===== src/ptik_pkg.sv =====
// shared types, constants and helpers of the priority table
`default_nettype none
package ptik_pkg;

	localparam int ENTRIES    = 256;
	localparam int STAMP_BITS = 32;
	localparam int ADDR_W     = $clog2(ENTRIES);
	localparam int FUNC_W     = 2;
	localparam int ID_W       = 8;
	localparam int LVL_W      = 7;
	localparam int LEVEL_MAX  = 100;

	typedef enum logic [FUNC_W-1:0] {
		FN_INSERT   = 2'd0,
		FN_INCREASE = 2'd1,
		FN_REMOVE   = 2'd2,
		FN_QUERY    = 2'd3
	} func_t;

	typedef struct packed {
		logic [LVL_W-1:0]      level;
		logic [STAMP_BITS-1:0] stamp;
	} entry_t;

	// what the comparator sees: scanned entry against the best so far
	typedef struct packed {
		entry_t cand;
		entry_t best;
		logic   has_best;
	} cmp_req_t;

	function automatic logic [LVL_W-1:0] clamp_level(input logic [LVL_W:0] v);
		logic [LVL_W:0] lim;
		lim = (LVL_W+1)'(LEVEL_MAX);
		return (v > lim) ? lim[LVL_W-1:0] : v[LVL_W-1:0];
	endfunction

endpackage
`default_nettype wire


===== src/ptik_cmp.sv =====
// shared priority comparator used by the query scan
`default_nettype none
module ptik_cmp
	import ptik_pkg::*;
(
	input  cmp_req_t req,
	output logic     beats
);
	logic lvl_gt;
	logic lvl_eq;
	logic stamp_lt;

	assign lvl_gt   = req.cand.level > req.best.level;
	assign lvl_eq   = req.cand.level == req.best.level;
	assign stamp_lt = req.cand.stamp < req.best.stamp;

	// strict win only, so equal level and stamp keep the lower index
	assign beats = !req.has_best || lvl_gt || (lvl_eq && stamp_lt);
endmodule
`default_nettype wire


===== config.mk =====
export PLATFORM = sky130hd
export DESIGN_NAME = ptik_cmp
export DESIGN_NICKNAME = d
export VERILOG_FILES = /design/src/ptik_pkg.sv /design/src/ptik_cmp.sv
export SDC_FILE = /design/constraint.sdc
export NUM_CORES = 1
export LEC_CHECK = 0
export ABC_AREA = 1
export BUFFER_PORTS_ARGS = -buffer_cell sky130_fd_sc_hd__buf_2
export CAP_MARGIN = 15
export CORE_MARGIN = 5
export CORE_UTILIZATION = 45
export DETAILED_ROUTE_END_ITERATION = 6
export PLACE_DENSITY = 0.95
export SYNTH_ARGS = -nofsm -noshare
export SYNTH_HDL_FRONTEND = slang
export SYNTH_SLANG_ARGS = --single-unit

===== constraint.sdc =====
create_clock -name vclk -period 2.2
set_input_delay 0.44 -clock vclk [all_inputs]
set_output_delay 0.44 -clock vclk [all_outputs]
set_load 0.03 [all_outputs]

# Word level (Yosys, flattened, before mapping)
# Cells that the tools add are included.
# word_totals
elab_cells	7
input_bits	79
out_inout_bits	1
reg_bits	0
# classes
order_cmp	2
eq_ne	1
n_reduce_logical	4
# op_table
operator	count
$lt A32 B32 Y1	1
$eq A7 B7 Y1	1
$gt A7 B7 Y1	1
$logic_or A1 B1 Y1	2
$logic_and A1 B1 Y1	1
$logic_not A1 Y1	1

# Depth between registers and ports, before layout
# logic_depth
word_depth	3
ltp_mapped	13
mapped_depth_nobuf	13

# Worst setup path after synthesis
# No wires, ideal clock.
# synth_timing
path_type	input to output
startpoint	input req[38] (netlist name)
endpoint	output beats
n_path_buf	0
cell_stages	10
path_slack_ps	267
required_ps	1760
arrival_time_ps	1493
cell_sequence	inv_1 ha_1 nand2_1 nor2_2 nand4_1 nor2_1 nand2_1 nor2_1 nand2_1 nand2_1
# synth_via
elab_chain_cells	3
elab_cells_between_ends	5
classes_between	1 x order compare; 1 x eq/ne; 3 x reduce/logical
# synth_rtl
item	line_no	source
from (decl)	ptik_cmp.sv:6	input cmp_req_t req,
$gt A7 B7 Y1 / $eq A7 B7 Y1 (equally long branches)	ptik_cmp.sv:13, ptik_cmp.sv:14	
$logic_or A1 B1 Y1 / $logic_and A1 B1 Y1 (equally long branches)	ptik_cmp.sv:18	assign beats = !req.has_best || lvl_gt || (lvl_eq && stamp_lt);
$logic_or A1 B1 Y1 (*)	ptik_cmp.sv:18	
to (decl)	ptik_cmp.sv:7	output logic beats
# Every way passes the cells marked *; elsewhere a longest branch is shown, timed or not.

# Worst setup path in the final report
# layout_timing
startpoint	input req[39] (netlist name)
endpoint	output beats
# Same word-level chain as after synthesis.

==> qor.txt <==
Critical Path Slowest Stage Cell: ha_4
I/O pin total: 80
CP Launch Point: req[39]
Crit. End Element: primary output
Syn nets: 276
CP max FO: 3
Slowest stage delay, CP: 280 ps
Normalized max-slew margin: 83.5%
Pre-CTS WS: 43.7 ps
Worst-path cell chain: buf_2, inv_1, ha_4, nand2_1, nor2_2, nand4_1, nor2_1, nand2_1, nor2_1, nand2_1, nand2_1, buf_6
Placer Congestion: 0.787
Worst path top cell family by delay: simple AND/OR/NAND/NOR gates
Largest net degree at the start of global routing: 4
Starting DRC count in detailed routing: 14
First-pass GRT wire length: 4030 µm
Filler cells: 207
Layout cells sized above 1: 35.6%
Post-DRT Antenna Nets: 0
Most numerous cell on the critical path: nand2_1
Synth Instances: 159
Port buffer count: 80
Critical path class: input pin to primary output
Worst path bufs/invs: 3
Final Core Density: 68.0%
Core ar.: 2150 µm²
Drt wl/cell: 9.90 µm
Post-synthesis sequential area ratio: 0%
Global Route Usage Sum: 14.5%
Seq. cell area: 0 µm²
Rows: 17
Via density: 4.54
Post-Syn Area per Cell: 6.20 µm²
Drt drc: 0
DP Area: 1420 µm²
Required @ worst endpoint: 1760 ps
Initial antenna violation count: 0
Critical path arrival: 1660 ps
Final non-filler cell area: 1460 µm²
Die width: 56.8 µm
Synth warn: 0
Drt total wl: 2640 µm
P per Cell Area: 161 nW/µm²
Outcome: finished clean
Min Tclk post-route: 2100 ps
Dpl hpwl: 2400 µm
Worst hold path type: input pin to primary output
Max Clk Rate: 476 MHz
Slew Viols, Final: 0
Starting Density: 45.9%
Crit path depth: 12
PnR worst setup slack: 97.5 ps
Static Leak: 0.993 nW
Max Cap Viol: 0
Pre-Repair DR Iteration Count: 3
Layout clock buffers: 0
Global route overflow: 0
Startpoint Class: input pin
Worst Tran Pin Value: 246 ps
Hold_buf cts: 0
Syn-to-layout area delta: 48.2%
Peak supply drop: 86.3 µV
Worst Setup EP: beats
Via count: 1,212
Final setup violation count: 0
Number of global-route vias before repair: 1,119
Die height: 56.8 µm
Ant diodes: 0
Mapped Area: 986 µm²
Die area: 3230 µm²
Nets: 358
Synth unique cells: 13
Seq cells: 0
Hold Vio Cnt, Final: 0
Tcrit/Tclk final: 95.6%
-- cells in the mapped netlist, drive strengths merged --
master  count  area, µm²
nand4       3       18.8
a21boi      1       7.51
nand2      33        124
nor2        8       32.5
nor3        2       10.0
a21oi      19       95.1
o21ai       6       30.0
nand3       1       5.00
inv        46        173
ha         38        475
o21a        1       7.51
o211ai      1       7.51
-- cell families (layout without fill, tap and decap cells) --
logic type,Yosys count,count (layout),synth area share (%)
buf+inv,46,126,17.5
fa+ha+maj,38,38,48.2
simple gates,47,47,19.3
compound gates,28,28,15.0
-- where the power goes --
group	total (mW)	internal [mW]	switching, mW
logic	0.235	0.124	0.111
registers	0	0	0
clock network	0	0	0
-- layout make-up --
cell class,count,area [µm²],share of cell area [%]
inverter,46,173,11.8
multi-input combinational,113,847,58.0
tap,28,35.0,2.40
timing repair buffer,80,407,27.8
-- metal layers --
metal  vias to the layer above  part of all wire, %  global-route usage (%)
met1                       501                   36                    17.0
met5                         -                    0                       0
met4                         0                 0.79                       0
li1                        668                    -                       -
met2                        41                   55                    29.7
met3                         2                  7.9                    1.15
-- metrics by stage --
step	TNS, ps	std cells	hold slack, ps	total power [mW]
2_1_floorplan	0	159	1200	0.127
3_5_place_dp	0	267	1330	0.223
6_report	0	267	1290	0.235
4_1_cts	0	267	1330	0.224
5_1_grt	-9.98	267	1300	0.280
3_3_place_gp	0	267	1330	0.214
-- placed cells by master, fill, tap and decap left out, drive strengths merged --
master	synthesis	layout
nor3	2	2
nor2	8	8
nand2	33	33
nand3	1	1
o21ai	6	6
buf	0	80
o211ai	1	1
inv	46	46
nand4	3	3
a21oi	19	19
o21a	1	1
ha	38	38
a21boi	1	1
-- worst min path at each step --
stage | slack, ps | end | cells after the start | start
after floorplan | 1200 | beats | 2 | req[0]
after global placement | 1330 | beats | 4 | req[0]
after detailed placement | 1330 | beats | 4 | req[0]
after CTS | 1330 | beats | 4 | req[0]
after global routing | 1300 | beats | 4 | req[0]
final | 1290 | beats | 4 | req[0]
-- timing repair --
item	CTS	global route
resized for setup	0	7
endpoints found under the setup margin	0	1
buffers inserted	0	0
No activity file was read; power rests on OpenSTA's default activity.
